**config.mk**
```make
export PLATFORM = sky130hd
export DESIGN_NAME = masked_complex_inner_product_unit
export DESIGN_NICKNAME = d
export VERILOG_FILES = /design/src/hw/rtl/mcip_pkg.sv /design/src/hw/rtl/mcip_regs.sv /design/src/hw/rtl/mcip_front.sv /design/src/hw/rtl/mcip_queue.sv /design/src/hw/rtl/mcip_back.sv /design/src/hw/rtl/masked_complex_inner_product_unit.sv
export SDC_FILE = /design/constraint.sdc
export NUM_CORES = 2
export LEC_CHECK = 0
export CAP_MARGIN = 20
export CELL_PAD_IN_SITES_DETAIL_PLACEMENT = 0
export CELL_PAD_IN_SITES_GLOBAL_PLACEMENT = 2
export CORE_MARGIN = 2
export CORE_UTILIZATION = 44
export CTS_CLUSTER_DIAMETER = 150
export DETAILED_ROUTE_END_ITERATION = 8
export DONT_BUFFER_PORTS = 1
export PLACE_DENSITY_LB_ADDON = 0.1
export SYNTH_ARGS = -nofsm -noshare
export SYNTH_HDL_FRONTEND = slang
export SYNTH_SLANG_ARGS = --single-unit
```
**constraint.sdc**
```tcl
create_clock -name clk_i -period 9.56 [get_ports clk_i]
set_clock_uncertainty 0.2 [all_clocks]
set_input_delay 0 -clock clk_i [delete_from_list [all_inputs] [get_ports clk_i]]
set_output_delay 0 -clock clk_i [all_outputs]
set_load 0.005 [all_outputs]
```
**src/hw/rtl/mcip_pkg.sv**
```systemverilog
// shared types and constants of the masked complex inner product unit
package mcip_pkg;

  localparam int unsigned ACC_BITS     = 48;
  localparam int unsigned CFG_INDEX_W  = 24;
  localparam int unsigned QUBIT_W      = 5;
  localparam int unsigned APB_ADDR_W   = 4;
  localparam int unsigned APB_DATA_W   = 32;
  localparam int unsigned QUEUE_DEPTH  = 2;
  localparam int unsigned OUT_DATA_W   = 2 * ACC_BITS;

  typedef enum logic [1:0] {
    MODE_ALL     = 2'd0,
    MODE_MATCH   = 2'd1,
    MODE_BIT_SET = 2'd2,
    MODE_BIT_CLR = 2'd3
  } mode_e;

  typedef enum logic [1:0] {
    REG_MODE         = 2'd0,
    REG_INDEX_MASK   = 2'd1,
    REG_INDEX_MATCH  = 2'd2,
    REG_TARGET_QUBIT = 2'd3
  } reg_addr_e;

  typedef struct packed {
    mode_e                  mode;
    logic [CFG_INDEX_W-1:0] index_mask;
    logic [CFG_INDEX_W-1:0] index_match;
    logic [QUBIT_W-1:0]     target_qubit;
  } cfg_t;

  typedef struct packed {
    logic counted;
    logic last;
  } item_ctl_t;

  localparam int unsigned CTL_W = $bits(item_ctl_t);

endpackage

```
**src/hw/rtl/mcip_regs.sv**
```systemverilog
// apb configuration registers
module mcip_regs (
  input  logic                               clk_i,
  input  logic                               rst_ni,
  input  logic                               psel,
  input  logic                               penable,
  input  logic                               pwrite,
  input  logic [mcip_pkg::APB_ADDR_W-1:0]    paddr,
  input  logic [mcip_pkg::APB_DATA_W-1:0]    pwdata,
  output logic [mcip_pkg::APB_DATA_W-1:0]    prdata,
  output logic                               pready,
  output mcip_pkg::cfg_t                     cfg_o
);

  mcip_pkg::cfg_t      cfg_q, cfg_d;
  mcip_pkg::reg_addr_e addr;
  logic                wr_en;

  assign pready = 1'b1;
  assign addr   = mcip_pkg::reg_addr_e'(paddr[mcip_pkg::APB_ADDR_W-1:2]);
  assign wr_en  = psel & penable & pwrite & pready;

  always_comb begin
    cfg_d = cfg_q;
    if (wr_en) begin
      case (addr)
        mcip_pkg::REG_MODE:
          cfg_d.mode = mcip_pkg::mode_e'(pwdata[1:0]);
        mcip_pkg::REG_INDEX_MASK:
          cfg_d.index_mask = pwdata[mcip_pkg::CFG_INDEX_W-1:0];
        mcip_pkg::REG_INDEX_MATCH:
          cfg_d.index_match = pwdata[mcip_pkg::CFG_INDEX_W-1:0];
        mcip_pkg::REG_TARGET_QUBIT:
          cfg_d.target_qubit = pwdata[mcip_pkg::QUBIT_W-1:0];
        default: ;
      endcase
    end
  end

  always_comb begin
    case (addr)
      mcip_pkg::REG_MODE:         prdata = mcip_pkg::APB_DATA_W'(cfg_q.mode);
      mcip_pkg::REG_INDEX_MASK:   prdata = mcip_pkg::APB_DATA_W'(cfg_q.index_mask);
      mcip_pkg::REG_INDEX_MATCH:  prdata = mcip_pkg::APB_DATA_W'(cfg_q.index_match);
      mcip_pkg::REG_TARGET_QUBIT: prdata = mcip_pkg::APB_DATA_W'(cfg_q.target_qubit);
      default:                    prdata = '0;
    endcase
  end

  always_ff @(posedge clk_i or negedge rst_ni) begin
    if (!rst_ni) begin
      cfg_q <= '{mode: mcip_pkg::MODE_ALL, default: '0};
    end else begin
      cfg_q <= cfg_d;
    end
  end

  assign cfg_o = cfg_q;

endmodule

```
**src/hw/rtl/mcip_front.sv**
```systemverilog
// front end: element index tracking and element selection
module mcip_front #(
  parameter int unsigned INDEX_BITS = 24,
  parameter int unsigned SAMPLE_BITS = 16
) (
  input  logic                     clk_i,
  input  logic                     rst_ni,
  input  mcip_pkg::cfg_t           cfg_i,
  input  logic                     in_valid_i,
  input  logic [4*SAMPLE_BITS-1:0] in_samples_i,
  input  logic                     in_last_i,
  output logic                     in_ready_o,
  output logic                     push_o,
  output logic [4*SAMPLE_BITS-1:0] push_samples_o,
  output mcip_pkg::item_ctl_t      push_ctl_o,
  input  logic                     queue_ready_i
);

  localparam int unsigned CMP_W =
    (INDEX_BITS > mcip_pkg::CFG_INDEX_W) ? INDEX_BITS : mcip_pkg::CFG_INDEX_W;

  logic [INDEX_BITS-1:0] index_q, index_d;
  logic [INDEX_BITS-1:0] index_shifted;
  logic [CMP_W-1:0]      index_masked;
  logic                  qubit_bit;
  logic                  counted;

  assign in_ready_o = queue_ready_i;
  assign push_o     = in_valid_i & queue_ready_i;

  // bit past the index width reads as zero, which the shift gives for free
  assign index_shifted = index_q >> cfg_i.target_qubit;
  assign qubit_bit     = index_shifted[0];
  assign index_masked  = CMP_W'(index_q) & CMP_W'(cfg_i.index_mask);

  always_comb begin
    case (cfg_i.mode)
      mcip_pkg::MODE_ALL:     counted = 1'b1;
      mcip_pkg::MODE_MATCH:   counted = (index_masked == CMP_W'(cfg_i.index_match));
      mcip_pkg::MODE_BIT_SET: counted = qubit_bit;
      mcip_pkg::MODE_BIT_CLR: counted = ~qubit_bit;
      default:                counted = 1'b1;
    endcase
  end

  assign push_samples_o     = in_samples_i;
  assign push_ctl_o.counted = counted;
  assign push_ctl_o.last    = in_last_i;

  always_comb begin
    index_d = index_q;
    if (push_o) begin
      index_d = in_last_i ? '0 : index_q + INDEX_BITS'(1);
    end
  end

  always_ff @(posedge clk_i or negedge rst_ni) begin
    if (!rst_ni) begin
      index_q <= '0;
    end else begin
      index_q <= index_d;
    end
  end

`ifndef NO_ASSERTIONS
  a_index_restart: assert property (@(posedge clk_i) disable iff (!rst_ni)
    push_o && in_last_i |=> index_q == '0)
    else $error("element index not restarted after last transfer");
  a_all_counted: assert property (@(posedge clk_i) disable iff (!rst_ni)
    push_o && cfg_i.mode == mcip_pkg::MODE_ALL |-> push_ctl_o.counted)
    else $error("element dropped while every element should count");
`endif

endmodule

```
**src/hw/rtl/mcip_queue.sv**
```systemverilog
// short queue between front end and arithmetic back end
module mcip_queue #(
  parameter int unsigned WIDTH = 66
) (
  input  logic             clk_i,
  input  logic             rst_ni,
  input  logic             push_i,
  input  logic [WIDTH-1:0] push_data_i,
  output logic             ready_o,
  input  logic             pop_i,
  output logic             valid_o,
  output logic [WIDTH-1:0] head_o
);

  localparam int unsigned DEPTH = mcip_pkg::QUEUE_DEPTH;
  localparam int unsigned PTR_W = (DEPTH > 1) ? $clog2(DEPTH) : 1;
  localparam int unsigned CNT_W = $clog2(DEPTH + 1);

  logic [WIDTH-1:0] mem_q [DEPTH];
  logic [PTR_W-1:0] wr_ptr_q, wr_ptr_d, rd_ptr_q, rd_ptr_d;
  logic [CNT_W-1:0] count_q, count_d;
  logic             do_push, do_pop;

  assign ready_o = (count_q != CNT_W'(DEPTH));
  assign valid_o = (count_q != '0);
  assign head_o  = mem_q[rd_ptr_q];
  assign do_push = push_i & ready_o;
  assign do_pop  = pop_i & valid_o;

  always_comb begin
    wr_ptr_d = wr_ptr_q;
    rd_ptr_d = rd_ptr_q;
    count_d  = count_q;
    if (do_push) begin
      wr_ptr_d = (wr_ptr_q == PTR_W'(DEPTH - 1)) ? '0 : wr_ptr_q + PTR_W'(1);
    end
    if (do_pop) begin
      rd_ptr_d = (rd_ptr_q == PTR_W'(DEPTH - 1)) ? '0 : rd_ptr_q + PTR_W'(1);
    end
    case ({do_push, do_pop})
      2'b10:   count_d = count_q + CNT_W'(1);
      2'b01:   count_d = count_q - CNT_W'(1);
      default: count_d = count_q;
    endcase
  end

  always_ff @(posedge clk_i) begin
    if (do_push) begin
      mem_q[wr_ptr_q] <= push_data_i;
    end
  end

  always_ff @(posedge clk_i or negedge rst_ni) begin
    if (!rst_ni) begin
      wr_ptr_q <= '0;
      rd_ptr_q <= '0;
      count_q  <= '0;
    end else begin
      wr_ptr_q <= wr_ptr_d;
      rd_ptr_q <= rd_ptr_d;
      count_q  <= count_d;
    end
  end

`ifndef NO_ASSERTIONS
  a_count_bound: assert property (@(posedge clk_i) disable iff (!rst_ni)
    count_q <= CNT_W'(DEPTH))
    else $error("queue fill count past depth");
  a_no_overrun: assert property (@(posedge clk_i) disable iff (!rst_ni)
    push_i && !ready_o |=> count_q == $past(count_q) - CNT_W'($past(do_pop)))
    else $error("queue took a transfer while full");
`endif

endmodule

```
**src/hw/rtl/mcip_back.sv**
```systemverilog
// back end: complex multiply, saturating accumulate and result register
module mcip_back #(
  parameter int unsigned SAMPLE_BITS = 16
) (
  input  logic                             clk_i,
  input  logic                             rst_ni,
  input  logic                             head_valid_i,
  input  logic [4*SAMPLE_BITS-1:0]         head_samples_i,
  input  mcip_pkg::item_ctl_t              head_ctl_i,
  output logic                             pop_o,
  output logic                             out_valid_o,
  output logic [mcip_pkg::OUT_DATA_W-1:0]  out_data_o,
  input  logic                             out_ready_i
);

  localparam int unsigned SB    = SAMPLE_BITS;
  localparam int unsigned PW    = 2 * SB;
  localparam int unsigned TW    = PW + 1;
  localparam int unsigned AB    = mcip_pkg::ACC_BITS;
  localparam int unsigned SUM_W = ((TW + 1 > AB) ? TW + 1 : AB) + 1;

  logic signed [SB-1:0] bra_re, bra_im, ket_re, ket_im;

  // stage 1: four products
  logic                s1_valid_q;
  mcip_pkg::item_ctl_t s1_ctl_q;
  logic signed [PW-1:0] p_rr_q, p_ii_q, p_ri_q, p_ir_q;

  // stage 2: per-element terms
  logic                s2_valid_q;
  logic                s2_last_q;
  logic signed [TW-1:0] t_re_q, t_im_q;

  // accumulators and result register
  logic signed [AB-1:0]    acc_re_q, acc_im_q;
  logic signed [AB-1:0]    sat_re, sat_im;
  logic signed [SUM_W-1:0] sum_re, sum_im;
  logic                    out_valid_q;
  logic [AB-1:0]           dot_re_q, dot_im_q;
  logic                    advance, load;

  function automatic logic signed [AB-1:0] sat_acc(input logic signed [SUM_W-1:0] v);
    logic [SUM_W-AB:0] upper;
    upper = v[SUM_W-1:AB-1];
    if (upper == '0 || upper == '1) begin
      sat_acc = v[AB-1:0];
    end else if (v[SUM_W-1]) begin
      sat_acc = {1'b1, {(AB-1){1'b0}}};
    end else begin
      sat_acc = {1'b0, {(AB-1){1'b1}}};
    end
  endfunction

  assign bra_re = $signed(head_samples_i[SB-1:0]);
  assign bra_im = $signed(head_samples_i[2*SB-1:SB]);
  assign ket_re = $signed(head_samples_i[3*SB-1:2*SB]);
  assign ket_im = $signed(head_samples_i[4*SB-1:3*SB]);

  // pipe holds only while a finished sum cannot enter the result register
  assign advance = ~(s2_valid_q & s2_last_q & out_valid_q & ~out_ready_i);
  assign pop_o   = advance & head_valid_i;
  assign load    = advance & s2_valid_q & s2_last_q;

  assign sum_re = SUM_W'(acc_re_q) + SUM_W'(t_re_q);
  assign sum_im = SUM_W'(acc_im_q) + SUM_W'(t_im_q);
  assign sat_re = sat_acc(sum_re);
  assign sat_im = sat_acc(sum_im);

  always_ff @(posedge clk_i) begin
    if (advance) begin
      s1_ctl_q  <= head_ctl_i;
      p_rr_q    <= bra_re * ket_re;
      p_ii_q    <= bra_im * ket_im;
      p_ri_q    <= bra_re * ket_im;
      p_ir_q    <= bra_im * ket_re;
      s2_last_q <= s1_ctl_q.last;
      t_re_q    <= s1_ctl_q.counted ? TW'(p_rr_q) + TW'(p_ii_q) : '0;
      t_im_q    <= s1_ctl_q.counted ? TW'(p_ri_q) - TW'(p_ir_q) : '0;
    end
    if (load) begin
      dot_re_q <= sat_re;
      dot_im_q <= sat_im;
    end
  end

  always_ff @(posedge clk_i or negedge rst_ni) begin
    if (!rst_ni) begin
      s1_valid_q  <= 1'b0;
      s2_valid_q  <= 1'b0;
      acc_re_q    <= '0;
      acc_im_q    <= '0;
      out_valid_q <= 1'b0;
    end else begin
      if (advance) begin
        s1_valid_q <= head_valid_i;
        s2_valid_q <= s1_valid_q;
        if (s2_valid_q) begin
          acc_re_q <= s2_last_q ? '0 : sat_re;
          acc_im_q <= s2_last_q ? '0 : sat_im;
        end
      end
      if (load) begin
        out_valid_q <= 1'b1;
      end else if (out_ready_i) begin
        out_valid_q <= 1'b0;
      end
    end
  end

  assign out_valid_o = out_valid_q;
  assign out_data_o  = {dot_im_q, dot_re_q};

`ifndef NO_ASSERTIONS
  a_acc_cleared: assert property (@(posedge clk_i) disable iff (!rst_ni)
    load |=> acc_re_q == '0 && acc_im_q == '0)
    else $error("accumulators not cleared after result load");
  a_load_room: assert property (@(posedge clk_i) disable iff (!rst_ni)
    load |-> !out_valid_q || out_ready_i)
    else $error("result register overwritten before transfer");
`endif

endmodule

```
**src/hw/rtl/masked_complex_inner_product_unit.sv**
```systemverilog
// top level of the masked complex inner product unit
//
// input stream: one element per transfer, tdata carries bra_re, bra_im, ket_re and
// ket_im (signed q1.15 at the default sample width), tlast marks the last element
// of a vector. the element index starts at zero and counts up per transfer.
// apb registers select which elements count: all, masked index match, target
// qubit bit set, or that bit clear. write them only while the unit is idle.
// output stream: one transfer per vector, tdata carries dot_re and dot_im, each
// the saturated q18.30 sum of conj(bra)*ket over the counted elements.
// throughput: one element per cycle while the result register can take finished
// sums, set by the four multipliers in the back end and the accumulate.
// the result shows on m_axis_tvalid once the transfer that carries tlast has
// passed the queue, product stage, term stage and result register.
// reset clears the registers, element index, accumulators and queue.
// when the receiver stalls, the result waits in the output register; elements
// keep flowing until another finished vector needs that register, then the
// two-entry queue fills and s_axis_tready drops.
module masked_complex_inner_product_unit #(
  parameter int unsigned INDEX_BITS  = 24,
  parameter int unsigned SAMPLE_BITS = 16
) (
  input  logic                                 clk_i,
  input  logic                                 rst_ni,
  // slave stream
  input  logic                                 s_axis_tvalid,
  output logic                                 s_axis_tready,
  // bra_re, bra_im, ket_re, ket_im from lowest bit up, zero padded to bytes
  input  logic [((4*SAMPLE_BITS+7)/8)*8-1:0]   s_axis_tdata,
  input  logic                                 s_axis_tlast,
  // master stream
  output logic                                 m_axis_tvalid,
  input  logic                                 m_axis_tready,
  // dot_re, dot_im from lowest bit up
  output logic [mcip_pkg::OUT_DATA_W-1:0]      m_axis_tdata,
  // configuration port
  input  logic                                 psel,
  input  logic                                 penable,
  input  logic                                 pwrite,
  input  logic [mcip_pkg::APB_ADDR_W-1:0]      paddr,
  input  logic [mcip_pkg::APB_DATA_W-1:0]      pwdata,
  output logic [mcip_pkg::APB_DATA_W-1:0]      prdata,
  output logic                                 pready
);

  localparam int unsigned SAMP_W  = 4 * SAMPLE_BITS;
  localparam int unsigned ENTRY_W = SAMP_W + mcip_pkg::CTL_W;

  mcip_pkg::cfg_t      cfg;
  logic                push, queue_ready;
  logic [SAMP_W-1:0]   push_samples;
  mcip_pkg::item_ctl_t push_ctl;
  logic                head_valid, pop;
  logic [ENTRY_W-1:0]  head;
  mcip_pkg::item_ctl_t head_ctl;

  // register file
  mcip_regs u_regs (
    .clk_i   (clk_i),
    .rst_ni  (rst_ni),
    .psel    (psel),
    .penable (penable),
    .pwrite  (pwrite),
    .paddr   (paddr),
    .pwdata  (pwdata),
    .prdata  (prdata),
    .pready  (pready),
    .cfg_o   (cfg)
  );

  // front end tags each element as counted or not
  mcip_front #(
    .INDEX_BITS  (INDEX_BITS),
    .SAMPLE_BITS (SAMPLE_BITS)
  ) u_front (
    .clk_i          (clk_i),
    .rst_ni         (rst_ni),
    .cfg_i          (cfg),
    .in_valid_i     (s_axis_tvalid),
    .in_samples_i   (s_axis_tdata[SAMP_W-1:0]),
    .in_last_i      (s_axis_tlast),
    .in_ready_o     (s_axis_tready),
    .push_o         (push),
    .push_samples_o (push_samples),
    .push_ctl_o     (push_ctl),
    .queue_ready_i  (queue_ready)
  );

  // queue decouples tagging from arithmetic
  mcip_queue #(
    .WIDTH (ENTRY_W)
  ) u_queue (
    .clk_i       (clk_i),
    .rst_ni      (rst_ni),
    .push_i      (push),
    .push_data_i ({push_ctl, push_samples}),
    .ready_o     (queue_ready),
    .pop_i       (pop),
    .valid_o     (head_valid),
    .head_o      (head)
  );

  assign head_ctl = mcip_pkg::item_ctl_t'(head[ENTRY_W-1:SAMP_W]);

  // multiply, accumulate and hold the result for the master stream
  mcip_back #(
    .SAMPLE_BITS (SAMPLE_BITS)
  ) u_back (
    .clk_i          (clk_i),
    .rst_ni         (rst_ni),
    .head_valid_i   (head_valid),
    .head_samples_i (head[SAMP_W-1:0]),
    .head_ctl_i     (head_ctl),
    .pop_o          (pop),
    .out_valid_o    (m_axis_tvalid),
    .out_data_o     (m_axis_tdata),
    .out_ready_i    (m_axis_tready)
  );

endmodule
```
### After elaboration in Yosys (flattened, before gate mapping)

Memories as Yosys holds them, arrays and structs flattened.
Cells that the tools add are included.

| storage, ports and cells | value |
|---|---|
| register bits | 475 |
| RAM bits | 132 |
| input bits | 108 |
| output and inout bits | 131 |
| logic and storage cells | 96 |
| memories | 1 |

| cells by class | value |
|---|---|
| add/subtract/negate cells | 9 |
| $mul | 4 |
| equal/unequal tests | 12 |
| shift-type cells | 1 |
| muxes and demuxes | 16 |
| bitwise logic cells | 15 |
| reduce and logical (&&, ||, !) cells | 14 |

Memories:

| memory | depth | width | read ports | clocked after memory_dff | write ports | line | RTL |
|---|---|---|---|---|---|---|---|
| u_queue.mem_q | 2 | 66 | 1 | 0 | 1 | mcip_queue.sv:19 | `logic [WIDTH-1:0] mem_q [DEPTH];` |

Operators by type and width:

| cell | count |
|---|---|
| 2-to-1 mux 48 bit | 6 |
| multiplier 16 x 16 -> 32 bit | 4 |
| one-hot mux 32 bit (4 select lines) | 1 |
| adder 48 x 33 -> 49 bit | 2 |
| adder 32 x 32 -> 33 bit | 1 |
| subtractor 32 x 32 -> 33 bit | 1 |
| adder 24 x 1 -> 24 bit (second input constant) | 1 |
| AND 24 bit | 1 |
| == test 24 bit | 1 |
| 2-to-1 mux 24 bit | 1 |
| right shift 24 x 5 -> 1 bit | 1 |
| == test 2 bit (second input constant) | 7 |
| AND 1 bit | 11 |
| AND reduction 2 bit | 5 |
| logical NOT 2 bit | 4 |
| == test 2 x 1 -> 1 bit (second input constant) | 3 |
| 2-to-1 mux 1 bit | 6 |
| nonzero test 2 bit | 3 |
| one-hot mux 1 bit (4 select lines) | 1 |
| one-hot mux 2 bit (2 select lines) | 1 |
| NOT 1 bit | 3 |
| adder 1 bit (second input constant) | 2 |
| adder 2 x 1 -> 2 bit (second input constant) | 1 |
| logical OR 1 bit | 2 |
| other kinds (2) | 2 |

### Depth between registers and ports, before layout

| logic depth | value |
|---|---|
| word-level depth | 8 |
| depth in mapped cells | 28 |
| gate-level depth less buffers | 24 |

### Hierarchy

Synthesis repeated with hierarchy kept, for this count alone.

| unflattened totals | value |
|---|---|
| cells, all modules | 6,965 |
| area, all modules | 71,041.9 µm² |

Modules (own cells, without submodules):

| module | instances | cells an instance | area each (µm²) | seq. area each (µm²) |
|---|---|---|---|---|
| mcip_back | 1 | 6,299 | 61,104.9 | 11,275.8 |
| mcip_queue | 1 | 222 | 5,071.1 | 4,063.9 |
| mcip_regs | 1 | 166 | 2,493.6 | 1,376.3 |
| mcip_front | 1 | 278 | 2,372.3 | 600.6 |

### Worst setup path after synthesis

OpenSTA, ideal clock, no wires.

| path | value |
|---|---|
| path kind | reg2reg |
| start | register u_queue.rd_ptr_q |
| end | register u_back.p_ir_q[31] (data pin) |
| arrival time | 7.599 ns |
| required time | 9.100 ns |
| path slack | 1.501 ns |
| cell stages (with the launch flop) | 27 |
| buffers on the path | 4 |
| clock period less this slack | 8.059 ns |
| cell sequence | dfrtp_1 clkbuf_1 buf_1 buf_1 mux2i_1 clkbuf_1 nor2_1 fa_1 inv_1 fa_1 fa_1 inv_1 fa_1 fa_1 inv_1 fa_1 inv_1 ha_1 and3_1 and3_2 a221o_1 o221a_1 a41o_1 or3b_1 a31o_1 a21oi_2 xnor2_1 |

| on the way | value |
|---|---|
| cells in the longest elaborated chain, start to end | 2 |

Ends and longest elaborated chain:

| element | line | RTL |
|---|---|---|
| from (decl) | mcip_queue.sv:20 | `logic [PTR_W-1:0] wr_ptr_q, wr_ptr_d, rd_ptr_q, rd_ptr_d;` |
| from (signal assigned) | mcip_queue.sv:60 | `rd_ptr_q <= rd_ptr_d;` |
| memory (2 x 66 bit) | n/a |  |
| multiplier 16 x 16 -> 32 bit | mcip_back.sv:75 | `p_ir_q <= bra_im * ket_re;` |
| to (signal assigned) | mcip_back.sv:75 |  |
| to (decl) | mcip_back.sv:27 | `logic signed [PW-1:0] p_rr_q, p_ii_q, p_ri_q, p_ir_q;` |

Every way passes these cells.
A chain may end at the register's enable or synchronous reset.

### Worst setup path after layout

| path | value |
|---|---|
| start | register u_queue.rd_ptr_q |
| end | register u_back.p_ii_q[31] (data pin) |

| on the way | value |
|---|---|
| cells in the longest elaborated chain, start to end | 2 |

Ends and longest elaborated chain:

| element | line | RTL |
|---|---|---|
| memory (2 x 66 bit) | n/a |  |
| multiplier 16 x 16 -> 32 bit | mcip_back.sv:73 | `p_ii_q <= bra_im * ket_im;` |
| to (signal assigned) | mcip_back.sv:73 |  |
| to (decl) | mcip_back.sv:27 |  |

Every way passes these cells.

==> out/qor.yml <==
multi_input_area_um2: 46970
cp_max_fo: 22
drcViolationCount: 0
ys_ff_latch: 607
yosysUniqueCellTypes: 94
seq_area_frac_synth_pct: 24.84
path_clk_slew_ps: 60
slew_headroom_pct: 26.50
cts_buffer_depth: 3
gp_congestion: 0.8793
die_area_um2: 161700
critPathCaptureType: "flop"
fin_crit_ps: 8728
overflow: 0
root_buffer: "clkbuf_16"
wl_um: 213100
gr-usage-all-layers_pct: 27.01
area_growth_pct: 10.92
async_reset_ff_share_pct: 29.98
start_kind: "flop"
core_area_um2: 157800
crit_top_cell: "fa_1"
utilization_pct: 48.99
wl_per_cell_um: 22.80
finalMaxSlewViolations: 0
synth_area_leader_cell: "fa_1"
path_cells: "buf_4 > mux2_2 > nand2_1 > inv_1 > fa_1 > fa_1 > fa_1 > fa_1 > fa_1 > inv_1 > fa_1 > inv_1 > ha_1 > a21o_1 > a21o_1 > a21oi_1 > and3b_1 > o311a_1 > o31ai_1 > o21a_1 > o21a_1 > nor2_1 > xnor2_1"
ios: 239
maxCapViolations: 0
numCtsBuffers: 79
drt_iter0_markers: 3410
setup_viol: 0
synth-main-ff-cell: "edfxtp_1"
grt_max_degree: 183
synth_edf_count: 425
antenna_found_initial: 7
synth_top_area_share_pct: 30.21
dieWidth_um: 402.1
syn_inst: 7049
die_h_um: 402.1
min-delay-path-class: "input port to primary output"
start_util_pct: 44.17
crit_path_top_delay_cell: "fa_1"
tritoncts: "done"
portBuffers: 0
fin_crit_sh_pct: 91.29
finalHoldViolations: 0
hpwl_um: 164200
grt_pass1_vias: 52740
rsz0062_at_grt: "no"
drive_above_1_share_pct: 6.546
synth.area.top_cells: "fa_1, edfxtp_1, ha_1"
synth_area_um2: 69720
crit_arrival_ps: 8970
final-seq-area_um2: 17320
crit_family: "adder cells"
htreeDepth: 3
grt_pass1_wl_um: 328400
cp_num_buf_inv: 4
status: "completed"
timing.setup.tns_ps: 0
syn_avg_cell_area_um2: 9.890
cts_sinks: 607
fmax_ghz: 0.1146
ant_nets: 0
std_cell_rows: 146
dr.pass1.iters: 6
routed-via-count: 50280
max_slew.worst_pin.slew_ps: 1079
slowest_delay_ps: 850
worstPathRequired_ps: 9810
nets: 8858
num-fill-cells: 15050
critical_path_class: "flop to flop"
place_area_um2: 72510
fin_area_um2: 77330
via_per_inst: 5.380
synth-warning-count: 0
clkLatencyLatePin_ps: 720
layer usage:
layer,vias up,routed length [µm],global-route usage (%)
li1,22950,-,-
met1,25720,94890,37.71
met2,1372,98700,43.51
met3,239,12670,4.459
met4,2,6800,7.611
met5,-,13,0
logic make-up (layout without fill, tap and decap cells):
| kind of cell | Yosys count | after routing | synth area share, % |
|---|---|---|---|
| AO/OA/AOI/OAI | 954 | 954 | 8.928 |
| XOR/XNOR | 318 | 318 | 3.995 |
| adder cells (fa/ha/maj) | 1589 | 1589 | 39.68 |
| buffers and inverters | 1511 | 1727 | 8.239 |
| flip-flops | 607 | 607 | 24.84 |
| multiplexers | 197 | 197 | 3.211 |
| other | 2 | 12 | 0.01077 |
| AND/OR/NAND/NOR | 1871 | 1871 | 11.10 |
synth_stat cells (12+ instances only):
library cell	count
xnor2_1	197
o211ai_1	23
a22o_1	42
a221o_1	19
o21bai_1	43
nand2_1	743
edfxtp_1	425
xor2_1	121
inv_1	1236
o21a_1	45
nand2b_1	29
and2_1	19
dfrtp_1	182
o31ai_1	18
clkbuf_1	217
or3_1	14
nand4_1	37
buf_4	12
nor3_1	49
fa_1	1052
a211oi_1	29
a21o_1	122
buf_1	24
and3_1	36
a31oi_1	20
a21oi_1	272
buf_2	22
mux2_2	123
o21ai_0	202
ha_1	490
mux2i_1	65
nor2b_1	33
maj3_1	46
nand3_1	60
nor2_1	809
placed cells by master, fill, tap and decap left out, drive strengths merged, types with 123 or more instances in the layout:
cell type,instances
inv,1243
nand2,744
a21oi,274
fa,1052
dfrtp,182
nor2,811
a21o,123
edfxtp,425
dlygate4sd3,214
mux2,123
xnor2,197
o21ai,210
ha,490
buf,132
registers in the layout (all words and copies together), names as in the netlist, 2 cells and up:
signal           cells
u_queue.count_q      2
u_back.t_im_q       33
u_back.acc_im_q     48
u_back.t_re_q       33
u_regs.cfg_o        55
u_front.index_q     24
u_back.s1_ctl_q      2
u_back.p_ii_q       32
u_back.dot_im_q     48
u_back.p_rr_q       32
u_back.acc_re_q     48
u_back.dot_re_q     48
u_back.p_ir_q       32
u_back.p_ri_q       32
u_queue.mem_q      132
metrics by stage:
step / worst slack (ps) / hold WS, ps / cells
2_1_floorplan: 1501 / -495.6 / 7056
3_3_place_gp: 1010 / -491.2 / 8983
3_5_place_dp: 939.8 / -490.1 / 8983
4_1_cts: 914.2 / 2.314 / 9344
5_1_grt: 547.4 / 16.60 / 9345
6_report: 832.4 / 13.22 / 9347
worst reg2reg max path: cells and delay by family (launching register included):
kind            cells  cell delay (ps)
mux                 1              680
fa+ha+maj           7             3870
xor+xnor            1               90
compound gates      7             1590
flops               1              700
buf+inv             4              690
simple gates        3              650
timing repair:
action | CTS | global route
hold buffers | 216 | 0
gates resized for setup | 0 | 0
endpoints found under the hold margin | 431 | 0
setup buffers | 0 | 0
cell type report:
type / count / area share [%]
multi-input cells: 4938 / 60.74
flip-flops and latches: 607 / 22.40
inverters: 1236 / 6.000
repair buffers: 346 / 4.120
well taps: 2072 / 3.353
clock buffers: 97 / 2.764
clock inverters: 48 / 0.6197
diodes: 3 / 0.009708
worst paths after layout:
check	cells after the start	slack (ps)	start	endpoint
min	1	10	paddr[2]	prdata[1]
max in group asynchronous	4	7830	rst_ni	u_queue.rd_ptr_q
min reg2reg	0	220	u_back.s1_ctl_q[0]	u_back.s2_last_q
min in group asynchronous	4	440	rst_ni	u_regs.cfg_o[25]
max	23	830	u_queue.rd_ptr_q	u_back.p_ii_q[31]
max reg2reg	23	830	u_queue.rd_ptr_q	u_back.p_ii_q[31]
Power is left out: the tool's default activity adds up to more than one toggle a clock period on the data nets, which glitch-free logic cannot reach.
